`config.mk`:
```
export PLATFORM = sky130hd
export DESIGN_NAME = bitmap_page_slot_allocator
export DESIGN_NICKNAME = d
export VERILOG_FILES = /design/src/bpsa_pkg.sv /design/src/bpsa_ram.sv /design/src/bpsa_alu.sv /design/src/bitmap_page_slot_allocator.sv
export SDC_FILE = /design/constraint.sdc
export NUM_CORES = 2
export LEC_CHECK = 0
export BUFFER_PORTS_ARGS = -buffer_cell sky130_fd_sc_hd__buf_2
export CAP_MARGIN = 25
export CELL_PAD_IN_SITES_DETAIL_PLACEMENT = 2
export CELL_PAD_IN_SITES_GLOBAL_PLACEMENT = 2
export CORE_MARGIN = 2
export CORE_UTILIZATION = 55
export CTS_BUF_LIST = sky130_fd_sc_hd__clkbuf_8
export CTS_CLUSTER_SIZE = 12
export DETAILED_ROUTE_END_ITERATION = 7
export PLACE_DENSITY_LB_ADDON = 0.1
export SETUP_SLACK_MARGIN = 0.2
export SYNTH_ARGS = -nofsm -noshare
export SYNTH_HDL_FRONTEND = slang
export SYNTH_SLANG_ARGS = --single-unit
```
`constraint.sdc`:
```
create_clock -name clk -period 18.18 [get_ports clk]
set_input_delay 4.545 -clock clk [delete_from_list [all_inputs] [get_ports clk]]
set_output_delay 4.545 -clock clk [all_outputs]
set_load 0.005 [all_outputs]
```
`src/bpsa_pkg.sv`:
```
package bpsa_pkg;

  localparam int WORD_BITS      = 32;
  localparam int PAGE_BYTES     = 4096;
  localparam int PAGE_SHIFT     = 12;
  localparam int BIT_W          = 5;
  localparam int DEF_SLOT_COUNT = 2048;

  // request operations
  localparam logic OP_ALLOC = 1'b0;
  localparam logic OP_FREE  = 1'b1;

  // result status codes
  localparam logic [2:0] ST_ALLOCATED = 3'd0;
  localparam logic [2:0] ST_FREED     = 3'd1;
  localparam logic [2:0] ST_EXHAUSTED = 3'd2;
  localparam logic [2:0] ST_DISABLED  = 3'd3;
  localparam logic [2:0] ST_OUTSIDE   = 3'd4;

  // configuration register indexes
  localparam logic [1:0] CFG_ENABLED   = 2'd0;
  localparam logic [1:0] CFG_POOL_BASE = 2'd1;
  localparam logic [1:0] CFG_POOL_END  = 2'd2;

  typedef struct packed {
    logic        operation;
    logic [31:0] address;
  } in_item_t;

  typedef struct packed {
    logic [31:0] slot_address;
    logic [2:0]  status;
  } out_item_t;

  // shared adder / subtractor request and response
  typedef struct packed {
    logic        sub;
    logic [31:0] a;
    logic [31:0] b;
  } alu_req_t;

  typedef struct packed {
    logic        carry;
    logic [31:0] value;
  } alu_rsp_t;

  // lowest clear bit of a map word
  function automatic logic [BIT_W-1:0] find_first_zero(input logic [WORD_BITS-1:0] w);
    logic [BIT_W-1:0] pos;
    pos = '0;
    for (int i = WORD_BITS - 1; i >= 0; i--) begin
      if (!w[i]) begin
        pos = BIT_W'(i);
      end
    end
    return pos;
  endfunction

endpackage

```
`src/bpsa_ram.sv`:
```
module bpsa_ram
  import bpsa_pkg::*;
#(
  parameter int WIDTH = WORD_BITS,
  parameter int DEPTH = DEF_SLOT_COUNT / WORD_BITS,
  parameter int AW    = (DEPTH > 1) ? $clog2(DEPTH) : 1
) (
  input  logic             clk,
  input  logic             we,
  input  logic [AW-1:0]    waddr,
  input  logic [WIDTH-1:0] wdata,
  input  logic [AW-1:0]    raddr,
  output logic [WIDTH-1:0] rdata
);

  logic [WIDTH-1:0] mem [DEPTH];
  logic [WIDTH-1:0] rdata_r;

  always_ff @(posedge clk) begin
    if (we) begin
      mem[waddr] <= wdata;
    end
    rdata_r <= mem[raddr];
  end

  assign rdata = rdata_r;

endmodule

```
`src/bpsa_alu.sv`:
```
module bpsa_alu
  import bpsa_pkg::*;
(
  input  alu_req_t req,
  output alu_rsp_t rsp
);

  logic [32:0] sum;

  // for a subtract, carry out set means a >= b
  assign sum = {1'b0, req.a} + {1'b0, (req.sub ? ~req.b : req.b)} + {32'd0, req.sub};
  assign rsp.carry = sum[32];
  assign rsp.value = sum[31:0];

endmodule

```
`src/bitmap_page_slot_allocator.sv`:
```
// sequence: a disabled request goes straight to its result, a free checks the bounds
//   (refused early when outside the pool), allocate scans the map (one word a cycle)
// throughput: one request at a time; the map ram's single read port and the
//   word-by-word scan bound the allocate time, the shared adder the free time
// reset: synchronous, active low; afterwards a clearing pass writes zero to
//   every map word, during which no request is taken
module bitmap_page_slot_allocator
  import bpsa_pkg::*;
#(
  parameter int SLOT_COUNT = DEF_SLOT_COUNT
) (
  input  logic        clk,
  input  logic        rst_n,
  // request channel
  input  logic        in_valid,
  output logic        in_stall,
  input  in_item_t    in_data,
  // result channel
  output logic        out_valid,
  input  logic        out_stall,
  output out_item_t   out_data,
  // configuration writes
  input  logic        cfg_valid,
  output logic        cfg_ready,
  input  logic [1:0]  cfg_index,
  input  logic [31:0] cfg_data
);

  // map geometry
  localparam int MAP_WORDS = (SLOT_COUNT + WORD_BITS - 1) / WORD_BITS;
  localparam int WORD_W    = (MAP_WORDS > 1) ? $clog2(MAP_WORDS) : 1;
  localparam int SLOT_W    = WORD_W + BIT_W;
  localparam int TAIL_BITS = SLOT_COUNT % WORD_BITS;
  // bits past the last slot in the final word always read as used
  localparam logic [WORD_BITS-1:0] TAIL_MASK =
    (TAIL_BITS == 0) ? '0 : ~((WORD_BITS'(1) << TAIL_BITS) - WORD_BITS'(1));
  // byte span of the whole pool
  localparam logic [31:0] POOL_SPAN = 32'(SLOT_COUNT) << PAGE_SHIFT;

  typedef enum logic [9:0] {
    S_CLEAR    = 10'b0000000001,
    S_IDLE     = 10'b0000000010,
    S_SCAN     = 10'b0000000100,
    S_ADDR     = 10'b0000001000,
    S_FCHK_LO  = 10'b0000010000,
    S_FCHK_HI  = 10'b0000100000,
    S_FCHK_IDX = 10'b0001000000,
    S_FWR      = 10'b0010000000,
    S_RESP     = 10'b0100000000,
    S_SPARE    = 10'b1000000000
  } state_t;

  state_t state_r, state_nxt;

  // configuration registers
  logic        enabled_r;
  logic [31:0] pool_base_r;
  logic [31:0] pool_end_r;

  // request working registers
  logic [31:0]       addr_r;
  logic [31:0]       diff_r, diff_nxt;
  logic [31:0]       slot_addr_r, slot_addr_nxt;
  logic [2:0]        status_r, status_nxt;
  logic [WORD_W-1:0] clr_r;
  logic [WORD_W:0]   scan_rd_r;
  logic              rd_pend_r;
  logic [WORD_W-1:0] chk_idx_r;
  logic [SLOT_W-1:0] found_slot_r;

  // result output register
  logic      out_valid_r;
  out_item_t out_data_r;

  // map ram
  logic                 ram_we;
  logic [WORD_W-1:0]    ram_waddr;
  logic [WORD_BITS-1:0] ram_wdata;
  logic [WORD_W-1:0]    ram_raddr;
  logic [WORD_BITS-1:0] ram_rdata;

  // shared adder
  alu_req_t alu_req;
  alu_rsp_t alu_rsp;

  // scan and free decode
  logic                 scan_last;
  logic [WORD_BITS-1:0] scan_word;
  logic                 scan_hit;
  logic [BIT_W-1:0]     found_bit;
  logic [WORD_W-1:0]    free_word;
  logic [BIT_W-1:0]     free_bit;
  logic                 in_take;

  bpsa_ram #(
    .WIDTH (WORD_BITS),
    .DEPTH (MAP_WORDS),
    .AW    (WORD_W)
  ) u_map (
    .clk   (clk),
    .we    (ram_we),
    .waddr (ram_waddr),
    .wdata (ram_wdata),
    .raddr (ram_raddr),
    .rdata (ram_rdata)
  );

  bpsa_alu u_alu (
    .req (alu_req),
    .rsp (alu_rsp)
  );

  assign cfg_ready = 1'b1;
  assign in_stall  = (state_r != S_IDLE);
  assign in_take   = in_valid && !in_stall;
  assign out_valid = out_valid_r;
  assign out_data  = out_data_r;

  // word under check in the scan, with the unused tail forced to used
  assign scan_last = (chk_idx_r == WORD_W'(MAP_WORDS - 1));
  assign scan_word = ram_rdata | (scan_last ? TAIL_MASK : '0);
  assign scan_hit  = rd_pend_r && (scan_word != '1);
  assign found_bit = find_first_zero(scan_word);

  // slot being freed, from the offset into the pool
  assign free_word = WORD_W'(diff_r >> (PAGE_SHIFT + BIT_W));
  assign free_bit  = diff_r[PAGE_SHIFT +: BIT_W];

  // adder operand select, one use per sequencer step
  always_comb begin
    alu_req.sub = 1'b1;
    alu_req.a   = addr_r;
    alu_req.b   = pool_base_r;
    unique case (state_r)
      S_FCHK_HI: begin
        alu_req.b = pool_end_r;
      end
      S_FCHK_IDX: begin
        alu_req.a = diff_r;
        alu_req.b = POOL_SPAN;
      end
      S_ADDR: begin
        alu_req.sub = 1'b0;
        alu_req.a   = pool_base_r;
        alu_req.b   = 32'(found_slot_r) << PAGE_SHIFT;
      end
      default: begin
      end
    endcase
  end

  // map ram port control
  always_comb begin
    ram_we    = 1'b0;
    ram_waddr = free_word;
    ram_wdata = ram_rdata & ~(WORD_BITS'(1) << free_bit);
    ram_raddr = free_word;
    unique case (state_r)
      S_CLEAR: begin
        ram_we    = 1'b1;
        ram_waddr = clr_r;
        ram_wdata = '0;
      end
      S_SCAN: begin
        ram_raddr = scan_rd_r[WORD_W-1:0];
        ram_waddr = chk_idx_r;
        ram_wdata = ram_rdata | (WORD_BITS'(1) << found_bit);
        ram_we    = scan_hit;
      end
      S_FWR: begin
        ram_we = 1'b1;
      end
      default: begin
      end
    endcase
  end

  // sequencer
  always_comb begin
    state_nxt     = state_r;
    status_nxt    = status_r;
    diff_nxt      = diff_r;
    slot_addr_nxt = slot_addr_r;
    unique case (state_r)
      S_CLEAR: begin
        if (clr_r == WORD_W'(MAP_WORDS - 1)) begin
          state_nxt = S_IDLE;
        end
      end
      S_IDLE: begin
        if (in_take) begin
          slot_addr_nxt = '0;
          if (!enabled_r) begin
            status_nxt = ST_DISABLED;
            state_nxt  = S_RESP;
          end else if (in_data.operation == OP_ALLOC) begin
            state_nxt = S_SCAN;
          end else begin
            state_nxt = S_FCHK_LO;
          end
        end
      end
      S_SCAN: begin
        if (scan_hit) begin
          state_nxt = S_ADDR;
        end else if (rd_pend_r && scan_last) begin
          status_nxt = ST_EXHAUSTED;
          state_nxt  = S_RESP;
        end
      end
      S_ADDR: begin
        slot_addr_nxt = alu_rsp.value;
        status_nxt    = ST_ALLOCATED;
        state_nxt     = S_RESP;
      end
      S_FCHK_LO: begin
        // below pool_base
        diff_nxt = alu_rsp.value;
        if (!alu_rsp.carry) begin
          status_nxt = ST_OUTSIDE;
          state_nxt  = S_RESP;
        end else begin
          state_nxt = S_FCHK_HI;
        end
      end
      S_FCHK_HI: begin
        // at or past pool_end
        if (alu_rsp.carry) begin
          status_nxt = ST_OUTSIDE;
          state_nxt  = S_RESP;
        end else begin
          state_nxt = S_FCHK_IDX;
        end
      end
      S_FCHK_IDX: begin
        // slot index beyond the map; the map word read is issued here
        if (alu_rsp.carry) begin
          status_nxt = ST_OUTSIDE;
          state_nxt  = S_RESP;
        end else begin
          state_nxt = S_FWR;
        end
      end
      S_FWR: begin
        status_nxt = ST_FREED;
        state_nxt  = S_RESP;
      end
      S_RESP: begin
        if (!out_valid_r || !out_stall) begin
          state_nxt = S_IDLE;
        end
      end
      default: begin
        state_nxt = S_IDLE;
      end
    endcase
  end

  // control state
  always_ff @(posedge clk) begin
    if (!rst_n) begin
      state_r     <= S_CLEAR;
      clr_r       <= '0;
      scan_rd_r   <= '0;
      rd_pend_r   <= 1'b0;
      out_valid_r <= 1'b0;
      enabled_r   <= 1'b0;
      pool_base_r <= '0;
      pool_end_r  <= '0;
    end else begin
      state_r <= state_nxt;

      if (state_r == S_CLEAR) begin
        clr_r <= clr_r + WORD_W'(1);
      end

      // scan read issue, one map word a cycle
      if (state_r == S_SCAN) begin
        if (scan_rd_r < (WORD_W + 1)'(MAP_WORDS)) begin
          scan_rd_r <= scan_rd_r + (WORD_W + 1)'(1);
          rd_pend_r <= 1'b1;
        end else begin
          rd_pend_r <= 1'b0;
        end
      end else begin
        scan_rd_r <= '0;
        rd_pend_r <= 1'b0;
      end

      // a new result loads as the old one leaves
      if (state_r == S_RESP && (!out_valid_r || !out_stall)) begin
        out_valid_r <= 1'b1;
      end else if (out_valid_r && !out_stall) begin
        out_valid_r <= 1'b0;
      end

      if (cfg_valid && cfg_ready) begin
        unique case (cfg_index)
          CFG_ENABLED:   enabled_r   <= cfg_data[0];
          CFG_POOL_BASE: pool_base_r <= cfg_data;
          CFG_POOL_END:  pool_end_r  <= cfg_data;
          default: begin
          end
        endcase
      end
    end
  end

  // payload registers
  always_ff @(posedge clk) begin
    status_r    <= status_nxt;
    diff_r      <= diff_nxt;
    slot_addr_r <= slot_addr_nxt;
    if (in_take) begin
      addr_r <= in_data.address;
    end
    if (state_r == S_SCAN) begin
      chk_idx_r <= scan_rd_r[WORD_W-1:0];
    end
    if (scan_hit && state_r == S_SCAN) begin
      found_slot_r <= {chk_idx_r, found_bit};
    end
    if (state_r == S_RESP && (!out_valid_r || !out_stall)) begin
      out_data_r.slot_address <= slot_addr_r;
      out_data_r.status       <= status_r;
    end
  end

  // a result only appears out of the response step
  a_result_from_resp: assert property (@(posedge clk) disable iff (!rst_n)
    $rose(out_valid_r) |-> $past(state_r == S_RESP))
    else $error("result raised outside response step");

  // only an allocation carries a non-zero address
  a_zero_addr: assert property (@(posedge clk) disable iff (!rst_n)
    (out_valid_r && out_data_r.status != ST_ALLOCATED) |-> (out_data_r.slot_address == '0))
    else $error("non-zero address on a non-allocate result");

  // the map is never written while waiting for a request
  a_no_idle_write: assert property (@(posedge clk) disable iff (!rst_n)
    (state_r == S_IDLE || state_r == S_RESP) |-> !ram_we)
    else $error("map written outside a request");

  // scan never checks a word past the map
  a_scan_bound: assert property (@(posedge clk) disable iff (!rst_n)
    (state_r == S_SCAN && rd_pend_r) |-> (32'(chk_idx_r) < 32'(MAP_WORDS)))
    else $error("scan past the end of the map");

endmodule

```
==> results of run 1 <==
-- cells in the mapped netlist (all sizes together), types with 13 or more instances --
library cell	n	area share (%)
xor2	13	0.12
nor3	13	0.083
ha	33	0.45
mux2i	490	5.3
inv	28	0.11
buf	155	1.3
o21ai	60	0.32
dfxtp	121	2.6
nand3	21	0.11
nand2	268	1.1
and2	45	0.30
nor2	133	0.54
mux4	512	12
a221oi	35	0.33
a21o	16	0.13
a22oi	33	0.27
edfxtp	2199	71
xnor2	28	0.27
a21boi	71	0.58
a21oi	68	0.37
clkbuf	79	0.33
a31oi	24	0.16
-- kinds of logic after synthesis --
logic type                 count (synthesis)  share of synthesized area [%]
AOI/OAI and AO/OA                        371                           2.73
xor gates and xnor gates                  41                          0.389
adders and majority gates                 34                          0.468
buffers and inverters                    262                           1.80
DFF                                     2320                           74.1
muxes                                   1002                           17.8
other                                      1                        0.00406
and+or+nand+nor                          561                           2.73
-- metrics by stage --
step                    hold WS [ns]  std cells  instance area (µm²)
after global placement         0.403       6820                96300
after floorplan                0.400       4592                92400
==> impl_metrics.tcl, run 1 <==
set metrics [dict create \
    dp_hpwl_um 195000 \
    top_level_ports 110 \
    initial_utilization_pct 55.3 \
    portBuffers 108 \
    ys.flop_type "edfxtp_1" \
    ys_seq_area_share_pct 74.1 \
    yosys_warnings 0 \
    synth_edf_count 2199 \
    syn_area_um2 92400 \
    synth_nets 4698 \
    status "aborted with a tool error" \
    syn-instance-count 4592 \
    yosysUniqueCellTypes 72 \
    die_w_um 414 \
    haltStage "detailed placement (3_5_place_dp)" \
    gp_congestion 0.835 \
    rows 150 \
    ys_seq_elements 2320 \
    syn_area_per_cell_um2 20.1 \
    die_y_um 414 \
    error "[ERROR DPL-0033] detailed placement checks failed during check placement." \
    postSynth.asyncResetShare_pct 0 \
]
==> inputs of run 2 (changes only) <==
==> config.mk (replaced) <==
export PLATFORM = sky130hd
export DESIGN_NAME = bitmap_page_slot_allocator
export DESIGN_NICKNAME = d
export VERILOG_FILES = /design/src/bpsa_pkg.sv /design/src/bpsa_ram.sv /design/src/bpsa_alu.sv /design/src/bitmap_page_slot_allocator.sv
export SDC_FILE = /design/constraint.sdc
export NUM_CORES = 2
export LEC_CHECK = 0
export BUFFER_PORTS_ARGS = -buffer_cell sky130_fd_sc_hd__buf_2
export CAP_MARGIN = 25
export CORE_MARGIN = 2
export CORE_UTILIZATION = 40
export DETAILED_ROUTE_END_ITERATION = 7
export PLACE_DENSITY_LB_ADDON = 0.15
export SYNTH_ARGS = -nofsm -noshare
export SYNTH_HDL_FRONTEND = slang
export SYNTH_SLANG_ARGS = --single-unit
==> impl_metrics.tcl, run 2 <==
set metrics [dict create \
    yosysMostFrequentCell "edfxtp_1" \
    cp_max_fo 11 \
    grt_pass1_wl_um 363000 \
    syn_area_um2 92400 \
    cts_tree "built" \
    max-cap-violations 0 \
    cts_buffer_depth 3 \
    antenna_found_initial 10 \
    postCtsHoldBufs 0 \
    synth_top_area_cell "edfxtp_1" \
    final_max_slew_viol_count 0 \
    ys_seq_area_share_pct 74.1 \
    final_cell_mix "2199 x edfxtp_1, 512 x mux4_2, 483 x mux2i_1, 268 x nand2_1, 238 x clkbuf_16" \
    num_vias 46500 \
    rr_worst_depth 14 \
    detail-route-antenna-nets 0 \
    clock-sinks 2320 \
    mostFrequentLayoutCell "edfxtp_1" \
    ys_seq_elements 2320 \
    yosysUniqueCellTypes 72 \
    r2r-start "state_r[5]" \
    dr.pass1.iters 6 \
    worstHoldStart "slot_addr_r[15]" \
    overflow 0 \
    largest_register_ffs 2048 \
    hold_end "out_data[18]" \
    critical_path_required_ns 13.64 \
    die-area_um2 235000 \
    cts-resized-gates 0 \
    grt_max_degree 116 \
    worst_pin_slew_ns 1.11 \
    rows 176 \
    largest_register "u_map.mem" \
    grt_pass1_vias 46600 \
    ys.flop_type "edfxtp_1" \
    syn_area_per_cell_um2 20.1 \
    initial_utilization_pct 40.2 \
    dp_hpwl_um 141000 \
    status "finished clean" \
    root_buffer "clkbuf_16" \
    routed_wl_um 259000 \
    final_util_pct 45.7 \
    drt_iter0_drc 4527 \
    area_growth_pct 13.7 \
    rsz0062_at_grt "no" \
    max-vdd-ir-drop_v 0.0000985 \
    hold_path_class "register to register" \
    wl_per_cell_um 32.0 \
    portBuffers 108 \
    clock_skew_ns 0.0337 \
    post_cts_buffers 0 \
    ys_top_cells_by_area "edfxtp_1 71%, mux4_2 12%, mux2i_1 5.3%, dfxtp_1 2.6%, nand2_1 1.1%" \
    drc 0 \
    hold-path-cell-count 0 \
    synth_top_area_share_pct 71.5 \
    max_freq_ghz 0.145 \
    postSynth.asyncResetShare_pct 0 \
    fin_nets 4968 \
    r2r_slack_ns 11.32 \
    r2r_end "u_map.rdata[3]" \
    core_area_um2 230000 \
    synth_nets 4698 \
    post-route-min-period_ns 6.89 \
    syn-instance-count 4592 \
    clk_latency_ns 0.89 \
    cellLeakagePower_nw 34.5 \
    die_w_um 485 \
    cp-start-kind "register" \
    die_y_um 485 \
    yosys_warnings 0 \
    gp_congestion 0.836 \
    relSlewSlack_pct 26.2 \
    final_layout_size_suffix_gt1_share_pct 24.1 \
    setup_tns_ns 0 \
    grt_usage_pct 21.9 \
    clk_pin_slew_worst_paths_ns 0.06 \
    h-tree-depth 4 \
    numCtsBuffers 237 \
    critical_path_arrival_ns 2.35 \
    hold_viol 0 \
    ys_top_cells_by_count "2199 x edfxtp_1, 512 x mux4_2, 489 x mux2i_1" \
    post-route-period-util_pct 37.9 \
    synth_edf_count 2199 \
    setup_viol 0 \
    top_level_ports 110 \
    crit_path_end_kind "output pin" \
    crit_type "register to output pin" \
    p_per_area_nw_per_um2 137 \
    viasPerCell 5.74 \
]
run 2: cell counts after synthesis:
No cell type changed its count.
run 2: per-layer routing:
metal	up-vias	GRT usage, %	part of all wire (%)
met4	4	6.07	2.6
met2	1613	35.1	48
met1	25200	31.1	44
met3	334	3.58	6.2
met5	-	0	0.0081
li1	19400	-	-
run 2: how the worst max path moves through the flow:
stage	start	to	slack [ns]
4_1_cts	state_r[5]	u_map.rdata[3]	11.19
2_1_floorplan	out_stall	out_data[0]	11.45
3_3_place_gp	state_r[5]	u_map.rdata[3]	11.24
3_5_place_dp	state_r[5]	u_map.rdata[3]	11.18
5_1_grt	state_r[5]	u_map.rdata[3]	10.70
6_report	state_r[5]	in_stall	11.29
run 2: critical path, cell delays in order (launching register included):
cell	delay, ns
dfxtp_1	0.42
nor4_2	0.35
and2b_1	0.19
and3_1	0.23
inv_1	0.14
buf_2	0.16
run 2: cells by family after synthesis:
logic type | synth area share, %
xor gates and xnor gates | 0.389
muxes | 17.8
buffers and inverters | 1.80
and+or+nand+nor | 2.73
other | 0.00406
DFF | 74.1
AOI/OAI and AO/OA | 2.73
adders and majority gates | 0.468
run 2: final cells by class:
cell class                 count  area (µm²)
inverter                      28         105
clock buffer                 330        6460
timing repair buffer         265        1860
clock inverter               115        1200
antenna                        9        22.5
multi-input combinational   2010       23200
tap                         3026        3790
sequential                  2320       68500
fill                       19500      125000
run 2: per-stage QoR:
step | total power, mW | setup slack [ns] | hold WS, ns | cells | instance area, µm²
final | 14.4 | 11.29 | 0.407 | 8103 | 105000
after global routing | 14.9 | 10.70 | 0.419 | 8097 | 105000
after CTS | 14.6 | 11.19 | 0.404 | 8092 | 105000
after detailed placement | 9.76 | 11.18 | 0.407 | 7647 | 97400
after global placement | 9.70 | 11.24 | 0.403 | 7645 | 97400
after floorplan | 8.51 | 11.45 | 0.400 | 4592 | 92400
run 2: report_power, final:
part | internal, mW | leakage [nW] | switching, mW
combinational | 0.569 | 9.74 | 1.93
clock | 2.73 | 3.71 | 2.06
sequential | 7.02 | 21.0 | 0.116
Power figures use the tool's default switching activity.
